### src/rtl/spcq_pkg.sv
// ----------------------------------------------------------------------------
// spcq_pkg
// Shared types and constants of the servo pulse capture qualifier.
// ----------------------------------------------------------------------------
`default_nettype none

package spcq_pkg;

  localparam int unsigned FailsafeUsDefault   = 1500;
  localparam int unsigned WindowBandUsDefault = 8;

  localparam int unsigned CfgIdxW = 3;
  localparam int unsigned CfgW    = 16;

  localparam logic [CfgIdxW-1:0] CFG_CAPTURE_MIN = 3'd0;
  localparam logic [CfgIdxW-1:0] CFG_CAPTURE_MAX = 3'd1;
  localparam logic [CfgIdxW-1:0] CFG_TIMEOUT     = 3'd2;
  localparam logic [CfgIdxW-1:0] CFG_PULSE_LOWER = 3'd3;
  localparam logic [CfgIdxW-1:0] CFG_PULSE_UPPER = 3'd4;
  localparam logic [CfgIdxW-1:0] CFG_PULSE_CENTER = 3'd5;
  localparam logic [CfgIdxW-1:0] CFG_DIAG_ONLY   = 3'd6;

  localparam logic [1:0] CMD_EDGE = 2'd0;
  localparam logic [1:0] CMD_POLL = 2'd1;
  localparam logic [1:0] CMD_TAKE = 2'd2;

  localparam logic [15:0] FRAME_MIN_US         = 16'd500;
  localparam logic [15:0] FRAME_MAX_US         = 16'd30000;
  localparam logic [15:0] CONTROL_FRAME_MIN_US = 16'd3000;
  localparam logic [15:0] WINDOW_EMPTY         = 16'hFFFF;

  localparam int unsigned InDataW  = 48;
  localparam int unsigned OutDataW = 152;
  localparam int unsigned ResW     = 146;

  typedef struct packed {
    logic [15:0] capture_min_us;
    logic [15:0] capture_max_us;
    logic [15:0] timeout_ms;
    logic [15:0] clamp_lo;
    logic [15:0] pulse_upper_us;
    logic [15:0] center_cmd;
    logic        diag_only;
  } cfg_t;

  typedef struct packed {
    logic [15:0] rise_stamp;
    logic [15:0] period;
    logic [15:0] raw_pulse;
    logic [15:0] accepted_pulse;
    logic [15:0] window_min;
    logic [15:0] window_max;
    logic [31:0] accept_stamp_ms;
    logic [31:0] edges_seen;
    logic [31:0] pulses_taken;
    logic        valid;
    logic        await_fall;
    logic        rise_seen;
  } state_t;

  typedef struct packed {
    logic [31:0] now_ms;
    logic [15:0] cap_stamp;
  } in_t;

  typedef struct packed {
    logic [31:0] pulses_total;
    logic [31:0] edges_total;
    logic [15:0] raw_window_us;
    logic [15:0] frame_period;
    logic [15:0] legal_pulse;
    logic [15:0] held_pulse;
    logic        pulse_valid;
    logic        fresh;
    logic [15:0] command_us;
  } res_t;

endpackage

`default_nettype wire

### src/rtl/spcq_cfg.sv
// ----------------------------------------------------------------------------
// spcq_cfg
// Configuration register file, written by index with no read-back.
// ----------------------------------------------------------------------------
`default_nettype none

module spcq_cfg (
  input  wire logic                          clk_i,
  input  wire logic                          rst_ni,
  input  wire logic                          cfg_we_i,
  input  wire logic [spcq_pkg::CfgIdxW-1:0]  cfg_addr_i,
  input  wire logic [spcq_pkg::CfgW-1:0]     cfg_data_i,
  output spcq_pkg::cfg_t                     cfg_o
);
  import spcq_pkg::*;

  cfg_t cfg_q;
  cfg_t cfg_d;

  always_comb begin
    cfg_d = cfg_q;
    if (cfg_we_i) begin
      case (cfg_addr_i)
        CFG_CAPTURE_MIN:  cfg_d.capture_min_us  = cfg_data_i;
        CFG_CAPTURE_MAX:  cfg_d.capture_max_us  = cfg_data_i;
        CFG_TIMEOUT:      cfg_d.timeout_ms      = cfg_data_i;
        CFG_PULSE_LOWER:  cfg_d.clamp_lo        = cfg_data_i;
        CFG_PULSE_UPPER:  cfg_d.pulse_upper_us  = cfg_data_i;
        CFG_PULSE_CENTER: cfg_d.center_cmd      = cfg_data_i;
        CFG_DIAG_ONLY:    cfg_d.diag_only       = cfg_data_i[0];
        default: ;
      endcase
    end
  end

  always_ff @(posedge clk_i or negedge rst_ni) begin
    if (!rst_ni) begin
      cfg_q.capture_min_us  <= 16'd500;
      cfg_q.capture_max_us  <= 16'd2500;
      cfg_q.timeout_ms      <= 16'd100;
      cfg_q.clamp_lo        <= 16'd1000;
      cfg_q.pulse_upper_us  <= 16'd2000;
      cfg_q.center_cmd      <= 16'd1500;
      cfg_q.diag_only       <= 1'b0;
    end else begin
      cfg_q <= cfg_d;
    end
  end

  assign cfg_o = cfg_q;

endmodule

`default_nettype wire

### src/rtl/spcq_edge.sv
// ----------------------------------------------------------------------------
// spcq_edge
// Edge tracker: period and width measurement, qualification, jitter window
// and accepted pulse state, updated once per processed item.
// ----------------------------------------------------------------------------
`default_nettype none

module spcq_edge #(
  parameter int unsigned FailsafeUs   = spcq_pkg::FailsafeUsDefault,
  parameter int unsigned WindowBandUs = spcq_pkg::WindowBandUsDefault
) (
  input  wire logic            clk_i,
  input  wire logic            rst_ni,
  input  wire logic            fire_i,
  input  wire logic [1:0]      cmd_i,
  input  wire logic [15:0]     cap_stamp_i,
  input  wire logic [31:0]     now_ms_i,
  input  spcq_pkg::cfg_t       cfg_i,
  output spcq_pkg::state_t     st_d_o,
  output logic [15:0]          span_o
);
  import spcq_pkg::*;

  localparam state_t StReset = '{
    rise_stamp:      16'd0,
    period:          16'd0,
    raw_pulse:       16'(FailsafeUs),
    accepted_pulse:  16'(FailsafeUs),
    window_min:      WINDOW_EMPTY,
    window_max:      16'd0,
    accept_stamp_ms: 32'd0,
    edges_seen:      32'd0,
    pulses_taken:    32'd0,
    valid:           1'b0,
    await_fall:      1'b0,
    rise_seen:       1'b0
  };

  localparam logic [15:0] Band = 16'(WindowBandUs);

  state_t      st_q;
  state_t      st_d;
  logic [15:0] width;
  logic [15:0] deviation;
  logic        qualified;

  assign width = cap_stamp_i - st_q.rise_stamp;
  assign deviation = (width >= st_q.accepted_pulse) ? width - st_q.accepted_pulse
                                                    : st_q.accepted_pulse - width;
  assign qualified = (width >= cfg_i.capture_min_us) && (width <= cfg_i.capture_max_us) &&
                     (width < st_q.period) && (st_q.period >= FRAME_MIN_US) &&
                     (st_q.period <= FRAME_MAX_US);

  always_comb begin
    st_d   = st_q;
    span_o = 16'd0;
    case (cmd_i)
      CMD_EDGE: begin
        st_d.edges_seen = st_q.edges_seen + 32'd1;
        if (!st_q.await_fall) begin
          if (st_q.rise_seen) begin
            st_d.period = width;
          end
          st_d.rise_stamp = cap_stamp_i;
          st_d.rise_seen  = 1'b1;
          st_d.await_fall = 1'b1;
        end else begin
          st_d.await_fall = 1'b0;
          if (qualified) begin
            st_d.raw_pulse = width;
            if (!st_q.valid || deviation <= Band) begin
              if (width < st_q.window_min) st_d.window_min = width;
              if (width > st_q.window_max) st_d.window_max = width;
            end
            if (st_q.period >= CONTROL_FRAME_MIN_US && !cfg_i.diag_only) begin
              st_d.accepted_pulse  = width;
              st_d.valid           = 1'b1;
              st_d.window_min      = width;
              st_d.window_max      = width;
              st_d.accept_stamp_ms = now_ms_i;
              st_d.pulses_taken    = st_q.pulses_taken + 32'd1;
            end
          end
        end
      end
      CMD_TAKE: begin
        if (st_q.window_min != WINDOW_EMPTY && st_q.window_max >= st_q.window_min) begin
          span_o = st_q.window_max - st_q.window_min;
        end
        st_d.window_min = WINDOW_EMPTY;
        st_d.window_max = 16'd0;
      end
      default: ;
    endcase
  end

  always_ff @(posedge clk_i or negedge rst_ni) begin
    if (!rst_ni) begin
      st_q <= StReset;
    end else if (fire_i) begin
      st_q <= st_d;
    end
  end

  assign st_d_o = st_d;

endmodule

`default_nettype wire

### src/rtl/spcq_status.sv
// ----------------------------------------------------------------------------
// spcq_status
// Freshness check and command clamp on the updated pulse state.
// ----------------------------------------------------------------------------
`default_nettype none

module spcq_status (
  input  spcq_pkg::state_t  st_i,
  input  spcq_pkg::cfg_t    cfg_i,
  input  wire logic [31:0]  now_ms_i,
  output logic [15:0]       command_us_o,
  output logic              fresh_o
);
  import spcq_pkg::*;

  logic [31:0] age;

  assign age     = now_ms_i - st_i.accept_stamp_ms;
  assign fresh_o = st_i.valid && (age <= {16'd0, cfg_i.timeout_ms});

  always_comb begin
    if (!fresh_o) begin
      command_us_o = cfg_i.center_cmd;
    end else if (st_i.accepted_pulse < cfg_i.clamp_lo) begin
      command_us_o = cfg_i.clamp_lo;
    end else if (st_i.accepted_pulse > cfg_i.pulse_upper_us) begin
      command_us_o = cfg_i.pulse_upper_us;
    end else begin
      command_us_o = st_i.accepted_pulse;
    end
  end

endmodule

`default_nettype wire

### src/rtl/servo_pulse_capture_qualifier_top.sv
// ----------------------------------------------------------------------------
// servo_pulse_capture_qualifier_top
// Path from input transfer to result valid: input register, then update
// and result register. Throughput: one item per cycle unless the output
// stalls; the state update of one item is complete before the next leaves
// the input register. Reset (async, active low) restores the register
// defaults and the failsafe pulse state and empties both pipeline stages.
// ----------------------------------------------------------------------------
`default_nettype none

module servo_pulse_capture_qualifier_top #(
  parameter int unsigned FailsafeUs   = spcq_pkg::FailsafeUsDefault,
  parameter int unsigned WindowBandUs = spcq_pkg::WindowBandUsDefault
) (
  input  wire logic                           clk_i,
  input  wire logic                           rst_ni,
  input  wire logic                           s_axis_tvalid_i,
  output logic                                s_axis_tready_o,
  // cap_stamp [15:0], now_ms [47:16]
  input  wire logic [spcq_pkg::InDataW-1:0]   s_axis_tdata_i,
  // command [1:0]
  input  wire logic [1:0]                     s_axis_tuser_i,
  output logic                                m_axis_tvalid_o,
  input  wire logic                           m_axis_tready_i,
  // command_us [15:0], fresh [16], pulse_valid [17], held_pulse [33:18],
  // legal_pulse [49:34], frame_period [65:50], raw_window_us [81:66],
  // edges_total [113:82], pulses_total [145:114], zero [151:146]
  output logic [spcq_pkg::OutDataW-1:0]       m_axis_tdata_o,
  input  wire logic                           cfg_we_i,
  input  wire logic [spcq_pkg::CfgIdxW-1:0]   cfg_addr_i,
  input  wire logic [spcq_pkg::CfgW-1:0]      cfg_data_i
);
  import spcq_pkg::*;

  cfg_t        cfg;
  state_t      st_d;
  logic [15:0] span;
  logic [15:0] command_us;
  logic        fresh;

  logic        in_v_q;
  logic [1:0]  in_cmd_q;
  in_t         in_q;
  logic        out_v_q;
  res_t        res_q;
  res_t        res_d;
  logic        advance;
  logic        fire;

  assign advance         = !out_v_q || m_axis_tready_i;
  assign fire            = in_v_q && advance;
  assign s_axis_tready_o = !in_v_q || advance;

  always_ff @(posedge clk_i or negedge rst_ni) begin
    if (!rst_ni) begin
      in_v_q <= 1'b0;
    end else if (s_axis_tready_o) begin
      in_v_q <= s_axis_tvalid_i;
    end
  end

  always_ff @(posedge clk_i) begin
    if (s_axis_tready_o && s_axis_tvalid_i) begin
      in_cmd_q <= s_axis_tuser_i;
      in_q     <= in_t'(s_axis_tdata_i);
    end
  end

  spcq_cfg u_cfg (
    .clk_i      (clk_i),
    .rst_ni     (rst_ni),
    .cfg_we_i   (cfg_we_i),
    .cfg_addr_i (cfg_addr_i),
    .cfg_data_i (cfg_data_i),
    .cfg_o      (cfg)
  );

  spcq_edge #(
    .FailsafeUs   (FailsafeUs),
    .WindowBandUs (WindowBandUs)
  ) u_edge (
    .clk_i        (clk_i),
    .rst_ni       (rst_ni),
    .fire_i       (fire),
    .cmd_i        (in_cmd_q),
    .cap_stamp_i  (in_q.cap_stamp),
    .now_ms_i     (in_q.now_ms),
    .cfg_i        (cfg),
    .st_d_o       (st_d),
    .span_o       (span)
  );

  spcq_status u_status (
    .st_i         (st_d),
    .cfg_i        (cfg),
    .now_ms_i     (in_q.now_ms),
    .command_us_o (command_us),
    .fresh_o      (fresh)
  );

  always_comb begin
    res_d.pulses_total  = st_d.pulses_taken;
    res_d.edges_total   = st_d.edges_seen;
    res_d.raw_window_us = span;
    res_d.frame_period  = st_d.period;
    res_d.legal_pulse   = st_d.raw_pulse;
    res_d.held_pulse    = st_d.accepted_pulse;
    res_d.pulse_valid   = st_d.valid;
    res_d.fresh         = fresh;
    res_d.command_us    = command_us;
  end

  always_ff @(posedge clk_i or negedge rst_ni) begin
    if (!rst_ni) begin
      out_v_q <= 1'b0;
    end else if (advance) begin
      out_v_q <= in_v_q;
    end
  end

  always_ff @(posedge clk_i) begin
    if (fire) begin
      res_q <= res_d;
    end
  end

  assign m_axis_tvalid_o = out_v_q;
  assign m_axis_tdata_o  = {(OutDataW - ResW)'(0), res_q};

  a_fire_to_out: assert property (@(posedge clk_i) disable iff (!rst_ni)
    fire |=> out_v_q)
    else $error("processed item did not reach the result register");

  a_fresh_needs_valid: assert property (@(posedge clk_i) disable iff (!rst_ni)
    out_v_q && res_q.fresh |-> res_q.pulse_valid)
    else $error("fresh result without an accepted pulse");

  a_count_needs_valid: assert property (@(posedge clk_i) disable iff (!rst_ni)
    out_v_q && res_q.pulses_total != 32'd0 |-> res_q.pulse_valid)
    else $error("pulse count advanced without an accepted pulse");

  a_window_bound: assert property (@(posedge clk_i) disable iff (!rst_ni)
    out_v_q && res_q.pulse_valid |->
      {1'b0, res_q.raw_window_us} <= 17'(2 * WindowBandUs))
    else $error("jitter window wider than twice the band");

endmodule

`default_nettype wire
### config.mk
export PLATFORM = sky130hd
export DESIGN_NAME = servo_pulse_capture_qualifier_top
export DESIGN_NICKNAME = d
export VERILOG_FILES = /design/src/rtl/spcq_pkg.sv /design/src/rtl/spcq_cfg.sv /design/src/rtl/spcq_edge.sv /design/src/rtl/spcq_status.sv /design/src/rtl/servo_pulse_capture_qualifier_top.sv
export SDC_FILE = /design/constraint.sdc
export NUM_CORES = 1
export LEC_CHECK = 0
export ABC_AREA = 1
export BUFFER_PORTS_ARGS = -buffer_cell sky130_fd_sc_hd__buf_2
export CORE_MARGIN = 2
export CORE_UTILIZATION = 55
export CTS_CLUSTER_SIZE = 25
export DETAILED_ROUTE_END_ITERATION = 8
export PLACE_DENSITY = 0.73
export SLEW_MARGIN = 20
export SYNTH_ARGS = -nofsm -noshare
export SYNTH_HDL_FRONTEND = slang
export SYNTH_SLANG_ARGS = --single-unit
export TNS_END_PERCENT = 100
### constraint.sdc
create_clock -name clk_i -period 12.6 [get_ports clk_i]
set_input_delay 2.52 -clock clk_i [delete_from_list [all_inputs] [get_ports clk_i]]
set_output_delay 2.52 -clock clk_i [all_outputs]
set_load 0.02 [all_outputs]
Yosys cells after proc, flatten, opt, wreduce, memory -nomap -nowiden
Cells that the tools add are included.

storage, ports and cells
  input bits = 74
  word-level logic and storage cells = 119
  bits in registers = 490

cells by class
  magnitude comparators = 14
  reduce and logical (&&, ||, !) cells = 31
  multiplexer cells = 20
  bitwise operators = 1
  equal/unequal tests = 13
  add/sub/neg operators = 7

operators with widths
  operator               number
  $mux 96                2
  $mux 16                8
  $mux 33                3
  $mux 99                1
  $mux 80                1
  $add 32x1->32 const B  2
  $pmux 32 s2            1
  $sub 16x16->16         4
  $ge 16x16->1           3
  $lt 16x16->1           3
  $mux 48                1
  $gt 16x16->1           2
  $le 32x16->1           1
  $mux 32                1
  $sub 32x32->32         1
  $reduce_and 2->1       9
  $ge 16x12->1 const B   1
  $ge 16x9->1 const B    1
  $le 16x15->1 const B   1
  $le 16x16->1           1
  $le 16x4->1 const B    1
  $ne 16x16->1 const B   1
  $reduce_and 6->1       2
  $eq 3x3->1 const B     3
  other kinds (14)       32

Longest topological paths before layout
  word-level depth = 14
  depth in mapped cells = 58
  gate-level depth less buffers = 54

Modules after synthesis
From an unflattened synthesis, not the netlist that was laid out.

second synthesis, totals
  cell total of the unflattened synthesis = 3973
  area total of the unflattened synthesis = 30679.4 µm²

by module, submodules not included
  module                             area each (µm²)  cells each  times used
  spcq_edge                          16235.6          2434        1
  servo_pulse_capture_qualifier_top  6029.5           215         1
  spcq_status                        4516.8           893         1
  spcq_cfg                           3897.5           431         1

Least setup slack after synthesis
Ideal clock, no wire load.

  path type = input port to flip-flop
  start = input port m_axis_tready_i
  end = register res_q (netlist bit m_axis_tdata_o[0]), enable pin
  buffers on the path = 2
  slack = 4.667 ns
  arrival = 7.366 ns
  data required time = 12.033 ns
  stages on the path = 6
  path through = inv_1 nand2_1 nand2_1 inv_2 clkbuf_1 clkbuf_1

on the way
  word-level cells in the longest chain between the ends = 2

ends and longest elaborated chain
  element               RTL line                                  RTL
  from (decl)           servo_pulse_capture_qualifier_top.sv:24   input wire logic m_axis_tready_i,
  $logic_or 1x1->1      servo_pulse_capture_qualifier_top.sv:50   assign advance = !out_v_q || m_axis_tready_i;
  $logic_and 1x1->1     servo_pulse_capture_qualifier_top.sv:51   assign fire = in_v_q && advance;
  named net fire        servo_pulse_capture_qualifier_top.sv:48   logic fire;
  to (signal assigned)  servo_pulse_capture_qualifier_top.sv:123  res_q <= res_d;
  to (decl)             servo_pulse_capture_qualifier_top.sv:45   res_t res_q;

The timed path passes the listed nets, and every way through them passes these cells.
A chain may end at the register's enable or synchronous reset.

Final worst setup path
  start = register in_q[0] (netlist name)
  end = register res_q (netlist bit m_axis_tdata_o[9]) (data pin)

on the way
  word-level cells in the longest chain between the ends = 13
  elaborated cells between the ends (all ways) = 23

ends and longest elaborated chain
  element                                                RTL line                                 RTL
  from (decl)                                            servo_pulse_capture_qualifier_top.sv:43  in_t in_q;
  from (signal assigned)                                 servo_pulse_capture_qualifier_top.sv:65  in_q <= in_t'(s_axis_tdata_i);
  $sub 16x16->16 (*)                                     spcq_edge.sv:47                          assign width = cap_stamp_i - st_q.rise_stamp;
  $ge 16x16->1 / $le 16x16->1 (equally long branches)    spcq_edge.sv:50                          assign qualified = (width >= cfg_i.capture_min_us) && (width <= cfg_i.capture_max_us) &&
  $logic_and 1x1->1 (2 in series)                        spcq_edge.sv:50
  $logic_and 1x1->1 (2 in series)                        spcq_edge.sv:51                          (width < st_q.period) && (st_q.period >= FRAME_MIN_US) &&
  $mux 96                                                spcq_edge.sv:69                          if (qualified) begin
  $mux 96                                                spcq_edge.sv:60                          if (!st_q.await_fall) begin
  $mux 99 / $mux 48 (equally long branches)              spcq_edge.sv:57                          case (cmd_i)
  $sub 32x32->32 / $gt 16x16->1 (equally long branches)  spcq_status.sv:18, spcq_status.sv:26
  $le 32x16->1 / $mux 16 (equally long branches)         spcq_status.sv:19, spcq_status.sv:26
  $logic_and 1x1->1 / $mux 16 (equally long branches)    spcq_status.sv:19, spcq_status.sv:24
  $mux 16 (*)                                            spcq_status.sv:22                        if (!fresh_o) begin
  named net command_us[9]                                servo_pulse_capture_qualifier_top.sv:38  logic [15:0] command_us;

The timed path passes the listed nets; every way through them passes the cells marked *. The select of a mux whose other input is x is not followed.

==> summary.md <==
| Metric | Value |
|---|---|
| Dpl cells | `4180` |
| Per-cell routed wire length | `17.05 um` |
| Area leader, netlist | `edfxtp_1` |
| Commonest cells after routing, fill and taps aside | `nand2_1 (849), inv_1 (442), o21ai_0 (333)` |
| Flip-flop and latch count after synthesis | `just under 500` |
| Die W | `between 200 and 250 um` |
| Root buffer cell | `clkbuf_16` |
| Period minus WS final | `9.068 ns` |
| CTS sink cnt | `490` |
| Met3 WL | `between 3000 and 4000 um` |
| Routed vias/inst | `between 5 and 6` |
| # rows | `83` |
| Largest family of logic cells by synthesized area | `simple AND/OR/NAND/NOR gates` |
| Number of antenna violations at the first check in global routing | `2` |
| Design Power | `8.345 mW` |
| Clock Latency Late Sink | `0.61 ns` |
| H-tree levels | `2` |
| Max-Cap Viols | `0` |
| Clock Path Buffers | `3` |
| Antenna viol nets, final | `0` |
| Endpoints failing hold | `0` |
| Total negative slack | `0 ns` |
| Post-synth top flop | `dfrtp_1` |
| CP required | `roughly 13 ns` |
| Final wirelength | `roughly 73000 um` |
| Layout Nets | `3851` |
| PwrDens | `260.4 nW/um2` |
| DR WL met2 | `33440 um` |
| Data arrival, critical path | `around 9.4 ns` |
| Slew headroom | `31.21%` |
| Slew Viols, Final | `0` |
| CTS Buf Count | `53` |
| Mux contribution to synthesized area | `0.2249%` |
| Starting Density | `roughly 55%` |
| Fill count | `4404` |
| Largest net degree at the start of global routing | `140` |
| Worst setup EP type | `flip-flop` |
| Setup bufs post-CTS | `0` |
| Post-synthesis compound-gate area fraction | `12.13%` |
| Most common library cell in the layout ignoring fill and taps | `nand2_1` |
| Post-synth top area share | `20.75%` |
| Hold depth | `2` |
| Metal1 wirelength | `33320 um` |
| Via Count | `22980` |
| # setup viols final | `0` |
| Total Routing Usage GR | `approximately 28%` |
| Worst Hold Class | `reg2reg` |
| Share of layout cells above drive strength 1 | `12.98%` |
| Ports | `228` |
| First-pass GRT wire length | `around 120000 um` |
| XOR/XNOR Fraction of Synth Area | `roughly 3.4%` |
| Peak supply drop | `0.1278 mV` |
| Length in cells of the worst reg-to-reg path | `50` |
| Leak Pwr | `15.17 nW` |
| Library cells used by synthesis | `67` |
| Number of flops mapped to enable cells by yosys | `between 150 and 200` |
| TritonRoute pass-1 iters | `5` |
| Layout area overhead | `12.95%` |
| Fmax | `0.1103 GHz` |
| Synth Area in Adders | `under 10%` |
| Top cells by area, synth | `edfxtp_1 (21%), dfrtp_1 (20%), nand2_1 (11%)` |
| Post-Route Skew | `approximately 0.023 ns` |
| Period utilization | `71.97%` |
| Final GP Congestion | `roughly 0.96` |
| Via count of the first global-routing pass | `21640` |
| Mapped Area | `28370 um2` |
| Post-Synth Simple-Gate Area | `19.94%` |
| Largest stage delay, worst path | `0.45 ns` |
| Clock transition at path regs | `0.06 ns` |
| Setup CP Type | `reg2reg` |
| Starting DRT DRC Count | `1828` |
| Most numerous cell on the critical path | `nand2_1` |
| Final Non-Filler Cells | `4281` |
| Mapped Cells | `between 3000 and 4000` |
| Worst path slowest cell | `nand4_2` |
| Core ar. | `slightly above 50000 um2` |
| Slew @ Worst Pin | `1.029 ns` |
| Syn avg cell area | `8.496 um2` |
| CTS tree | `built` |
| Placed wire-length estimate | `53280 um` |
| Hold Buf Count CTS | `0` |
| Status | `finished, final reports clean` |
| Max Used Layer | `met4` |
| Port bufs | `221` |
| Yosys Warn Count | `0` |
| # DRC | `0` |
| Die area | `53410 um2` |
| RSZ-0062 raised after global routing | `false` |
| Seq/Total Area, Yosys | `46.96%` |
| Post-CTS Resized | `0` |
| Synth async-reset ratio | `60.00%` |
| Crit path max fanout | `69` |
| Startpoint types | `flip-flop` |
| Global route overflow | `0` |
| Die height | `between 200 and 250 um` |
## where the power goes
group	leakage, nW	internal (mW)	switching [mW]
combinational	8.75	1.50	2.88
clock	0.868	0.945	0.653
sequential	5.56	2.14	0.226
## worst paths after layout
| kind | from | to | slack (ns) |
|---|---|---|---|
| setup / recovery | in_q[0]$_DFFE_PP_ | m_axis_tdata_o[9]$_DFFE_PP_ | 3.53 |
| max in group asynchronous | rst_ni | u_cfg.cfg_o[44]$_DFFE_PN0P_ | 8.61 |
| hold / removal | u_edge.st_q[0]$_DFFE_PN0P_ | u_edge.st_q[0]$_DFFE_PN0P_ | 0.46 |
| min in group asynchronous | rst_ni | u_edge.st_q[14]$_DFFE_PN0P_ | 1.91 |
| setup reg to reg | in_q[0]$_DFFE_PP_ | m_axis_tdata_o[9]$_DFFE_PP_ | 3.53 |
| hold reg to reg | u_edge.st_q[0]$_DFFE_PN0P_ | u_edge.st_q[0]$_DFFE_PN0P_ | 0.46 |
## stage by stage
step           utilization [%]  hold WS, ns  cell area (um2)  setup slack [ns]
2_1_floorplan                -       0.4229            28390             4.667
3_3_place_gp             59.04       0.4380            30230             3.849
3_5_place_dp             59.04       0.4403            30230             3.543
4_1_cts                  62.55       0.4568            32030             3.518
5_1_grt                  62.58       0.4721            32040             2.459
6_report                 62.59       0.4564            32040             3.532
## flip-flops by register name (all words and copies together), names as in the netlist
name and cells:
m_axis_tvalid_o 1, in_q 48, in_cmd_q 2, u_cfg.cfg_o 97, m_axis_tdata_o 146, u_edge.st_q 195
in_v_q 1
## cells in the mapped netlist, types with 4 or more instances
master,n
a2111oi_0,4
a211oi_1,8
a21o_1,7
a21oi_1,208
a31oi_1,14
buf_1,9
buf_2,11
buf_4,8
clkbuf_1,68
dfrtp_1,231
dfstp_2,63
edfxtp_1,196
ha_1,219
inv_1,444
inv_2,5
nand2_1,851
nand2_2,15
nand3_1,78
nand3_2,6
nand3b_1,6
nand4_1,81
nor2_1,204
nor2_2,5
nor2_4,4
nor3_1,41
nor3_2,6
nor4_1,14
o2111ai_1,4
o21a_1,14
o21ai_0,333
o21ai_1,8
o21bai_1,9
xnor2_1,20
xor2_1,90
## kinds of logic (layout without fill, tap and decap cells)
family,count (synthesis),in the layout
flip-flops,490,490
adder cells (fa/ha/maj),222,222
buffers and inverters,549,804
AO/OA/AOI/OAI,636,636
XOR/XNOR,110,110
multiplexers,6,6
other,1,8
AND/OR/NAND/NOR,1325,1325
## layout make-up
cell class                      instances  area (um2)  area share, %
Antenna cell                            2       5.005        0.01562
Clock buffer                           67        1419          4.428
Clock inverter                         32       380.4          1.187
Inverter                              451        1700          5.307
Multi-Input combinational cell       2305       12990          40.54
Sequential cell                       490       13320          41.57
Tap cell                              680       850.8          2.655
Timing Repair Buffer                  254        1376          4.295
## routing by layer
| metal | GRT usage, % | vias to the layer above |
|---|---|---|
| li1 | - | 11490 |
| met1 | 38.79 | 10740 |
| met2 | 44.40 | 618 |
| met3 | 3.863 | 133 |
| met4 | 8.952 | 0 |
| met5 | 0 | - |
## critical path: cells and delay by family, from the launching register on
kind / cells / cell delay [ns]
buf+inv: 6 / 0.87
xor+xnor: 2 / 0.57
simple gates: 25 / 3.36
fa+ha+maj: 5 / 1.61
compound gates: 12 / 2.02
flops: 1 / 0.36
(Power assumes the default switching activity.)
